<file path="config.mk">
export PLATFORM = sky130hd
export DESIGN_NAME = murmur3_32_stream_hash
export DESIGN_NICKNAME = d
export VERILOG_FILES = /design/src/sv/mm3_pkg.sv /design/src/sv/murmur3_32_stream_hash.sv /design/src/sv/mm3_datapath.sv /design/src/sv/mm3_ctrl.sv
export VERILOG_INCLUDE_DIRS = /design/src /design/src/sv
export SDC_FILE = /design/constraint.sdc
export NUM_CORES = 2
export LEC_CHECK = 0
export BUFFER_PORTS_ARGS = -buffer_cell sky130_fd_sc_hd__buf_2
export CAP_MARGIN = 20
export CORE_ASPECT_RATIO = 2
export CORE_MARGIN = 8
export CORE_UTILIZATION = 55
export CTS_CLUSTER_DIAMETER = 100
export CTS_CLUSTER_SIZE = 40
export DETAILED_ROUTE_END_ITERATION = 7
export PLACE_DENSITY = 0.82
export SYNTH_ARGS = -nofsm -noshare
export SYNTH_HDL_FRONTEND = slang
export SYNTH_HIERARCHICAL = 1
export SYNTH_SLANG_ARGS = --single-unit
</file>
<file path="constraint.sdc">
create_clock -name clk -period 10.25 [get_ports clk]
set_input_delay 1.5375 -clock clk [delete_from_list [all_inputs] [get_ports clk]]
set_output_delay 1.5375 -clock clk [all_outputs]
set_load 0.01 [all_outputs]
</file>
<file path="src/sv/murmur3_32_stream_hash_defines.svh">
// Assertion macros shared by the murmur3 hash modules.
// Depends on nothing; users must have clk and arst_n in scope.
`ifndef MURMUR3_32_STREAM_HASH_DEFINES_SVH
`define MURMUR3_32_STREAM_HASH_DEFINES_SVH
`ifndef SYNTHESIS
`define MM3_ASSERT(lbl, prop, msg) \
	lbl: assert property (@(posedge clk) disable iff (!arst_n) prop) else $error(msg);
`define MM3_NEVER(lbl, cond, msg) \
	lbl: assert property (@(posedge clk) disable iff (!arst_n) !(cond)) else $error(msg);
`else
`define MM3_ASSERT(lbl, prop, msg)
`define MM3_NEVER(lbl, cond, msg)
`endif
`endif

</file>
<file path="src/sv/mm3_pkg.sv">
// Package for the murmur3 stream hash: constants, state type and the
// command and status structs between controller and datapath. No dependencies.
`timescale 1ns / 1ps
`default_nettype none
package mm3_pkg;
	localparam logic [31:0] C1 = 32'hcc9e2d51;
	localparam logic [31:0] C2 = 32'h1b873593;
	localparam logic [31:0] C3 = 32'he6546b64;
	localparam logic [31:0] F1 = 32'h85ebca6b;
	localparam logic [31:0] F2 = 32'hc2b2ae35;
	localparam logic [2:0]  FULL_BYTES = 3'd4;

	typedef enum logic [2:0] {
		S_IDLE,
		S_MIX,
		S_FIN1,
		S_FIN2,
		S_FIN3
	} state_t;

	typedef struct packed {
		logic load;
		logic mix;
		logic fin1;
		logic fin2;
		logic out_load;
	} cmd_t;

	typedef struct packed {
		logic fin;
		logic out_free;
	} sts_t;

	function automatic logic [31:0] byte_mask(input logic [2:0] n);
		logic [31:0] m;
		case (n)
			3'd0: m = 32'h0000_0000;
			3'd1: m = 32'h0000_00ff;
			3'd2: m = 32'h0000_ffff;
			3'd3: m = 32'h00ff_ffff;
			default: m = 32'hffff_ffff;
		endcase
		return m;
	endfunction
endpackage
`default_nettype wire

</file>
<file path="src/sv/murmur3_32_stream_hash.sv">
// MurmurHash3 x86_32 over a stream of little-endian words with a
// configurable seed. A word that does not end the message is registered and
// multiplied by the first constant, then takes the second multiply and the
// accumulator update. A word that ends the message (last set, or fewer than
// four bytes) then also takes the two avalanche multiplies and the output
// load, which waits while the output register stays full. The block takes
// one word at a time; a finished hash waits in its own output register while
// the next message is fed in. Writing the seed restarts the message.
// Depends on mm3_pkg, mm3_ctrl and mm3_datapath.
`timescale 1ns / 1ps
`default_nettype none
module murmur3_32_stream_hash
	import mm3_pkg::*;
(
	input  wire logic        clk,
	input  wire logic        arst_n,
	input  wire logic        cfg_we,
	input  wire logic [31:0] cfg_wdata,
	input  wire logic        in_valid,
	output logic             in_ready,
	input  wire logic [31:0] data_word,
	input  wire logic [2:0]  byte_count,
	input  wire logic        last,
	output logic             out_valid,
	input  wire logic        out_ready,
	output logic [31:0]      hash
);
	cmd_t cmd;
	sts_t sts;

	mm3_ctrl u_ctrl (
		.clk      (clk),
		.arst_n   (arst_n),
		.in_valid (in_valid),
		.in_ready (in_ready),
		.sts      (sts),
		.cmd      (cmd)
	);

	mm3_datapath u_dp (
		.clk        (clk),
		.arst_n     (arst_n),
		.cfg_we     (cfg_we),
		.cfg_wdata  (cfg_wdata),
		.data_word  (data_word),
		.byte_count (byte_count),
		.last       (last),
		.cmd        (cmd),
		.sts        (sts),
		.hash       (hash),
		.out_valid  (out_valid),
		.out_ready  (out_ready)
	);
endmodule
`default_nettype wire

</file>
<file path="src/sv/mm3_datapath.sv">
// Datapath of the murmur3 stream hash: seed, accumulator, length, the
// multiply stages and the output register. Depends on mm3_pkg.
`timescale 1ns / 1ps
`default_nettype none
`include "murmur3_32_stream_hash_defines.svh"
module mm3_datapath
	import mm3_pkg::*;
(
	input  wire logic        clk,
	input  wire logic        arst_n,
	input  wire logic        cfg_we,
	input  wire logic [31:0] cfg_wdata,
	input  wire logic [31:0] data_word,
	input  wire logic [2:0]  byte_count,
	input  wire logic        last,
	input  wire cmd_t        cmd,
	output sts_t             sts,
	output logic [31:0]      hash,
	output logic             out_valid,
	input  wire logic        out_ready
);
	logic [31:0] seed_q;
	logic [31:0] acc_q;
	logic [31:0] len_q;
	logic [31:0] k1_q;
	logic [31:0] f_q;
	logic [31:0] hash_q;
	logic [2:0]  n_q;
	logic        fin_q;
	logic        out_valid_q;

	logic [2:0]  n_eff;
	logic [31:0] word_m;
	logic [31:0] k1_prod;
	logic [31:0] k1_rot;
	logic [31:0] k2;
	logic [31:0] h_x;
	logic [31:0] h_r;
	logic [31:0] h_full;
	logic [31:0] x0;
	logic [31:0] x1;
	logic [31:0] y1;

	assign n_eff   = byte_count[2] ? FULL_BYTES : byte_count;
	assign word_m  = data_word & byte_mask(n_eff);
	assign k1_prod = word_m * C1;
	assign k1_rot  = {k1_q[16:0], k1_q[31:17]};
	assign k2      = k1_rot * C2;
	assign h_x     = acc_q ^ k2;
	assign h_r     = {h_x[18:0], h_x[31:19]};
	assign h_full  = h_r + {h_r[29:0], 2'b00} + C3;
	assign x0      = acc_q ^ len_q;
	assign x1      = x0 ^ {16'd0, x0[31:16]};
	assign y1      = f_q ^ {13'd0, f_q[31:13]};

	always_ff @(posedge clk or negedge arst_n) begin
		if (!arst_n) begin
			seed_q <= '0;
			acc_q  <= '0;
			len_q  <= '0;
		end else if (cfg_we) begin
			seed_q <= cfg_wdata;
			acc_q  <= cfg_wdata;
			len_q  <= '0;
		end else if (cmd.mix) begin
			acc_q <= (n_q == FULL_BYTES) ? h_full : h_x;
			len_q <= len_q + {29'd0, n_q};
		end else if (cmd.fin1) begin
			acc_q <= seed_q;
			len_q <= '0;
		end
	end

	always_ff @(posedge clk) begin
		if (cmd.load) begin
			k1_q  <= k1_prod;
			n_q   <= n_eff;
			fin_q <= last || (n_eff != FULL_BYTES);
		end
		if (cmd.fin1) begin
			f_q <= x1 * F1;
		end else if (cmd.fin2) begin
			f_q <= y1 * F2;
		end
		if (cmd.out_load) begin
			hash_q <= f_q ^ {16'd0, f_q[31:16]};
		end
	end

	always_ff @(posedge clk or negedge arst_n) begin
		if (!arst_n) begin
			out_valid_q <= 1'b0;
		end else if (cmd.out_load) begin
			out_valid_q <= 1'b1;
		end else if (out_ready) begin
			out_valid_q <= 1'b0;
		end
	end

	assign sts.fin      = fin_q;
	assign sts.out_free = !out_valid_q || out_ready;
	assign hash         = hash_q;
	assign out_valid    = out_valid_q;

	`MM3_ASSERT(a_fin_reload, cmd.fin1 |=> (len_q == '0) && (acc_q == seed_q), "accumulator not reloaded after finish")
	`MM3_ASSERT(a_out_hold, out_valid_q && !out_ready |=> out_valid_q, "result word dropped while stalled")
endmodule
`default_nettype wire

</file>
<file path="src/sv/mm3_ctrl.sv">
// Controller of the murmur3 stream hash: sequences word mixing and the
// final avalanche. Depends on mm3_pkg.
`timescale 1ns / 1ps
`default_nettype none
`include "murmur3_32_stream_hash_defines.svh"
module mm3_ctrl
	import mm3_pkg::*;
(
	input  wire logic clk,
	input  wire logic arst_n,
	input  wire logic in_valid,
	output logic      in_ready,
	input  wire sts_t sts,
	output cmd_t      cmd
);
	state_t state_q;
	state_t state_d;

	always_ff @(posedge clk or negedge arst_n) begin
		if (!arst_n) begin
			state_q <= S_IDLE;
		end else begin
			state_q <= state_d;
		end
	end

	always_comb begin
		state_d = state_q;
		case (state_q)
			S_IDLE: begin
				if (in_valid) state_d = S_MIX;
			end
			S_MIX: begin
				state_d = sts.fin ? S_FIN1 : S_IDLE;
			end
			S_FIN1: state_d = S_FIN2;
			S_FIN2: state_d = S_FIN3;
			S_FIN3: begin
				if (sts.out_free) state_d = S_IDLE;
			end
			default: state_d = S_IDLE;
		endcase
	end

	always_comb begin
		cmd      = '0;
		in_ready = 1'b0;
		case (state_q)
			S_IDLE: begin
				in_ready = 1'b1;
				cmd.load = in_valid;
			end
			S_MIX:  cmd.mix  = 1'b1;
			S_FIN1: cmd.fin1 = 1'b1;
			S_FIN2: cmd.fin2 = 1'b1;
			S_FIN3: cmd.out_load = sts.out_free;
			default: cmd = '0;
		endcase
	end

	`MM3_ASSERT(a_load_mix, cmd.load |=> state_q == S_MIX, "accepted word not mixed next cycle")
	`MM3_NEVER(a_no_overwrite, cmd.out_load && !sts.out_free, "result register overwritten")
	`MM3_ASSERT(a_fin_seq, state_q == S_FIN1 |=> state_q == S_FIN2, "avalanche sequence broken")
endmodule
`default_nettype wire
</file>
Word level (Yosys, flattened, before mapping)
Index checks and enable logic that the tools add are counted.

storage, ports and cells
  register bits = 200
  logic and storage cells = 66

cells by class
  add/subtract/negate cells = 3
  multiply operators = 4
  equal/unequal tests = 11
  multiplexer cells = 23
  bitwise logic cells = 6
  reduce and logical (&&, ||, !) cells = 9

operator list
  cell                                                                    count
  32-bit two-way mux                                                      9
  32-bit case mux with 4 select lines                                     1
  32-bit by 31-bit multiplier with 32-bit output (second input constant)  2
  32-bit by 16-bit bitwise XOR with 32-bit output                         2
  32-bit bitwise XOR                                                      2
  32-bit by 3-bit adder with 32-bit output                                1
  32-bit adder                                                            1
  32-bit adder (second input constant)                                    1
  32-bit AND                                                              1
  32-bit by 29-bit multiplier with 32-bit output (second input constant)  1
  32-bit by 32-bit multiplier with 32-bit output (second input constant)  1
  32-bit by 19-bit bitwise XOR with 32-bit output                         1
  3-bit case mux with 5 select lines                                      1
  3-bit by 2-bit == test with 1-bit output (second input constant)        4
  3-bit two-way mux                                                       3
  1-bit two-way mux                                                       8
  3-bit by 1-bit == test with 1-bit output (second input constant)        2
  3-bit == test (second input constant)                                   2
  3-bit zero test                                                         2
  2-bit nonzero test                                                      2
  3-bit inequality test (second input constant)                           1
  3-bit nonzero test                                                      1
  1-bit logical OR                                                        2
  2-bit two-way mux                                                       1
  4 further kinds                                                         4

Logic depth before layout (Yosys ltp)
  word-level depth = 7
  depth in mapped cells = 39

By module
The synthesis kept the hierarchy.

modules (own cells, without submodules)
  module        instances  cells each  area each (um2)
  mm3_datapath  1          4588        44890.6
  mm3_ctrl      1          17          166.4

Worst setup path after synthesis
No wires, ideal clock.

  path kind = register -> register
  from = register u_dp.k1_q[26]
  to = register u_dp.acc_q[31]
  arrival time = 8929 ps
  data required time = 10124 ps
  path slack = 1194 ps
  cell stages (with the launch flop) = 35
  path buffers = 1
  period minus slack after synthesis = 9056 ps
  path through = edfxtp_1 ha_1 fa_1 fa_1 inv_1 fa_1 inv_1 ha_1 fa_1 fa_1 inv_1 fa_1 inv_1 ha_1 a21oi_1 o211ai_1 a221o_2 a31o_4 a311oi_4 o21ai_2 and4_4 or3_4 buf_6 xnor2_2 ha_1 nand2_1 a211oi_1 a311o_1 and3b_1 nor4b_1 nor3_1 a31oi_1 o21ai_0 xnor2_1 a221o_1

between the ends
  word-level cells in the longest chain between the ends = 7

RTL lines
  element                                             line                text
  from (decl)                                         mm3_datapath.sv:25  logic [31:0] k1_q;
  from (signal assigned)                              mm3_datapath.sv:76  k1_q <= k1_prod;
  32-bit by 29-bit multiplier with 32-bit output (*)  mm3_datapath.sv:48  assign k2 = k1_rot * C2;
  32-bit bitwise XOR (*)                              mm3_datapath.sv:49  assign h_x = acc_q ^ k2;
  32-bit adder (2 in series)                          mm3_datapath.sv:51  assign h_full = h_r + {h_r[29:0], 2'b00} + C3;
  32-bit two-way mux (*)                              mm3_datapath.sv:66  acc_q <= (n_q == FULL_BYTES) ? h_full : h_x;
  32-bit two-way mux (*)                              mm3_datapath.sv:65  end else if (cmd.mix) begin
  32-bit two-way mux (*)                              mm3_datapath.sv:61  end else if (cfg_we) begin
  to (signal assigned)                                mm3_datapath.sv:63  acc_q <= cfg_wdata;
  to (signal assigned)                                mm3_datapath.sv:66
  to (signal assigned)                                mm3_datapath.sv:69  acc_q <= seed_q;
  to (decl)                                           mm3_datapath.sv:23  logic [31:0] acc_q;

Every way passes the cells marked *; elsewhere a longest branch is shown, timed or not.
A chain may end at the register's enable or synchronous reset.

Final worst setup path
  from = register u_dp.k1_q[21]
  to = register u_dp.acc_q[31]

The elaborated chain is that of the path after synthesis.

==> impl_summary.log <==
[metrics] outcome: complete, but fails checks
[metrics] violated checks: design-rule violations
[metrics] Core Footprint: 0.0813 mm²
[metrics] sequential-to-total area share from yosys stat: 0.122
[metrics] die height: 421 µm
[metrics] net count of the finished layout: around 6400
[metrics] area share of the largest cell type after synthesis: 0.324
[metrics] placement row count: roughly 150
[metrics] RD Place Congestion: approximately 1.1
[metrics] share of the clock period used by the worst path: 0.944
[metrics] clock net sink count: 200
[metrics] GRT overflow: 0
[metrics] overall die width: around 220 µm
[metrics] largest incremental delay on the critical path: about 0.62 ns
[metrics] final-report max-slew violation count: 0
[metrics] clock period minus final worst setup slack: roughly 9.7 ns
[metrics] CTS tree: built
[metrics] layout cells sized above 1: 0.0568
[metrics] number of fill cells: about 6700
[metrics] Synth Instances: between 4000 and 5000
[metrics] worst setup margin: ~0.58 ns
[metrics] Total Routed Length: approximately 150000 µm
[metrics] highest fanout seen on the critical path: 9
[metrics] drt first-iter violations: roughly 1900
[metrics] post-route ant nets: 0
[metrics] antenna violations before repair: 9
[metrics] Max-slew headroom: 0.218
[metrics] number of flops mapped to enable cells by yosys: 100
[metrics] starting density of the core: 0.554
[metrics] 1st-pass router iterations: 8
[metrics] number of failing setup endpoints in the final timing report: 0
[metrics] Critical Path Start Type: flop
[metrics] number of cells traversed by the worst hold path: 1
[metrics] flop and latch count out of synthesis: 200
[metrics] Worst Hold Endpoint: u_dp/seed_q[25]$_DFFE_PN0P_
[metrics] vias after detailed routing: 33446
[metrics] final-layout setup total negative slack: 0 ns
[metrics] Worst-Skew Late Latency: approximately 0.49 ns
[metrics] I/O pin count: around 110
[metrics] Critical path origin: u_dp/k1_q[21]$_DFFE_PP_
[metrics] Max Clock Freq: 103 MHz
[metrics] routed len/inst: roughly 25 µm
[metrics] via count of the first global-routing pass: around 38000
[metrics] die area: 0.0919 mm²
[metrics] Hold WS: around 0.51 ns
[metrics] total DRC errors in the routed layout: 2
[metrics] worst slack at placement: a little under 0.4 ns
[metrics] class of the worst hold path: reg -> reg
[metrics] GR Util All Layers: 0.324
[metrics] syn avg cell area: 9.78 µm²
[metrics] worst reg-to-reg path cell count: 33
[metrics] clk_skew: between 0.015 and 0.02 ns
[metrics] register-to-register path setup slack: roughly 0.58 ns
[metrics] synth top area cells: fa_1, ha_1, inv_1
[metrics] Max Root-Sink Buffers: 2
[metrics] summed instance area of the synthesized netlist: 0.0451 mm²
[metrics] DR vias/cell: roughly 5.7
[metrics] first-pass GRT wire length: between 200000 and 250000 µm
[metrics] buffers added on ports: 106
[metrics] number of maximum-capacitance violations: 0
[metrics] HPWL Detailed: ~120000 µm
[metrics] fraction of registers with async set/reset: 0.500
[metrics] final-report hold violation count: 0
[metrics] Data arrival, critical path: approximately 10 ns
[metrics] critical path required time: around 11 ns
[metrics] number of buffers added to fix hold violations after cts: 0
[metrics] Critical R2R Capture: u_dp/acc_q[31]$_DFFE_PN0P_
[metrics] total number of yosys warnings: 6
[metrics] CTS buffer count: 17
[metrics] Main synth FF type: edfxtp_1
[metrics] Post-Synthesis Net Count: 6225
[metrics] Crit Path Class: reg -> reg
[metrics] start point of the worst hold path: u_dp/seed_q[25]$_DFFE_PN0P_
[metrics] slowest library cell on the worst path: edfxtp_1
[metrics] category of the worst setup path capture point: flop
[metrics] Clk Tree Root Cell: clkbuf_16
[metrics] cell taking the most area after synthesis: fa_1
[metrics] Reg-to-Reg Start: u_dp/k1_q[21]$_DFFE_PP_
[metrics] CTS clock-pin slew for the worst setup and hold paths: ~0.090 ns
[metrics] unrepaired setup endpoints after global routing: false
[metrics] distinct cell type count after synthesis: 84
[metrics] area grow syn2layout: 6.39%
[metrics] H-Tree Level Count: 4
[metrics] maximum number of pins on one net before global-route repair: between 60 and 70
[metrics] Worst Tran Pin Value: roughly 1.2 ns
worst max-delay path by stage:
stage / end / slack, ns / cells past startpoint
2_1_floorplan: u_dp/acc_q[31]$_DFFE_PN0P_ / 1.19 / 34
3_3_place_gp: u_dp/acc_q[30]$_DFFE_PN0P_ / 0.62 / 33
3_5_place_dp: u_dp/acc_q[31]$_DFFE_PN0P_ / 0.39 / 34
4_1_cts: u_dp/acc_q[31]$_DFFE_PN0P_ / 0.38 / 36
5_1_grt: u_dp/acc_q[31]$_DFFE_PN0P_ / 0.01 / 34
6_report: u_dp/acc_q[31]$_DFFE_PN0P_ / 0.58 / 33
cell usage in the layout (no fill, tap or decap), drive strengths merged, types with 9 or more instances in the layout:
cell    synthesis  routed
xor2          120     120
ha            817     817
o21a           20      20
o21ai         184     184
mux2i          10      10
dfrtp         100     100
nand4          15      15
clkbuf         46      19
a21o           51      51
mux2           10      10
nor3           31      31
o311ai         14      14
or3             9       9
nor2          114     114
o211ai         17      17
nor2b          16      16
and3           13      13
a31oi          26      26
nand2         160     160
buf            10     185
a21oi         156     156
o21bai         14      14
edfxtp        100     100
diode           0       9
nand2b         22      22
or2            11      11
a211oi         17      17
fa            730     730
xnor2         246     246
and2           32      32
o31ai          10      10
nand3          32      32
inv          1358    1365
metrics by stage:
step | cells | cell area (µm²) | utilization
after floorplan | 4605 | 45100 | -
after global placement | 5774 | 47200 | 0.581
after detailed placement | 5774 | 47200 | 0.581
after CTS | 5806 | 47800 | 0.588
after global routing | 5817 | 47900 | 0.589
final | 5826 | 47900 | 0.590
synthesized netlist by cell type (17+ instances only):
library cell and number:
a21oi_1 156, nand2b_1 22, fa_1 730, a211oi_1 17, inv_1 1358, o21ai_0 182
a21o_1 46, nor3_1 31, nor2_1 114, dfrtp_1 100, and2_1 31, edfxtp_1 100
o21a_1 20, a31oi_1 26, nand2_1 160, ha_1 817, nand3_1 32, xor2_1 120
xnor2_1 243, o211ai_1 17, clkbuf_1 46
sequential cells by signal (all words and copies together) (netlist names):
register	count
u_dp/acc_q	32
u_dp/f_q	32
u_dp/hash	32
u_dp/k1_q	32
u_dp/len_q	32
u_dp/seed_q	32
u_ctrl/state_q	3
u_dp/n_q	3
u_dp/fin_q	1
u_dp/out_valid	1
cell families after synthesis:
family                     count (synthesis)  share of synthesized area
and+or+nand+nor                          486                     0.0523
AOI/OAI and AO/OA                        572                     0.0796
muxes                                     20                    0.00472
DFF                                      200                      0.122
adders and majority gates               1547                      0.551
xor gates and xnor gates                 366                     0.0716
buffers and inverters                   1414                      0.118
repair_timing:
item,4_1_cts,5_1_grt
setup endpoints to repair,0,7
resized for setup,0,3
buffers inserted,0,8
per-layer routing:
metal / share of wire / global-route usage
met1: 0.28 / 0.272
met2: 0.51 / 0.585
met3: 0.058 / 0.0634
met4: 0.15 / 0.375
met5: 0.00022 / 0
layout make-up:
type                            instances  area [µm²]  share of cell area
Sequential cell                       200        5510               0.115
Antenna cell                            9        22.5            0.000470
Clock inverter                         14         150             0.00313
Tap cell                             1050        1310              0.0274
Multi-Input combinational cell       2991       34300               0.715
Inverter                             1358        5100               0.106
Clock buffer                           18         450             0.00940
Timing Repair Buffer                  186        1130              0.0236
critical path: cells and delay by family (launching register included):
family                   cells  cell delay [ns]
AND/OR/NAND/NOR              4             1.06
flip-flops                   1             0.62
AO/OA/AOI/OAI               12             3.29
buffers and inverters        4             0.22
XOR/XNOR                     3             0.64
adder cells (fa/ha/maj)     10             3.71
Power is left out: the tool's default activity adds up to more than one toggle a clock period on the data nets, which glitch-free logic cannot reach.
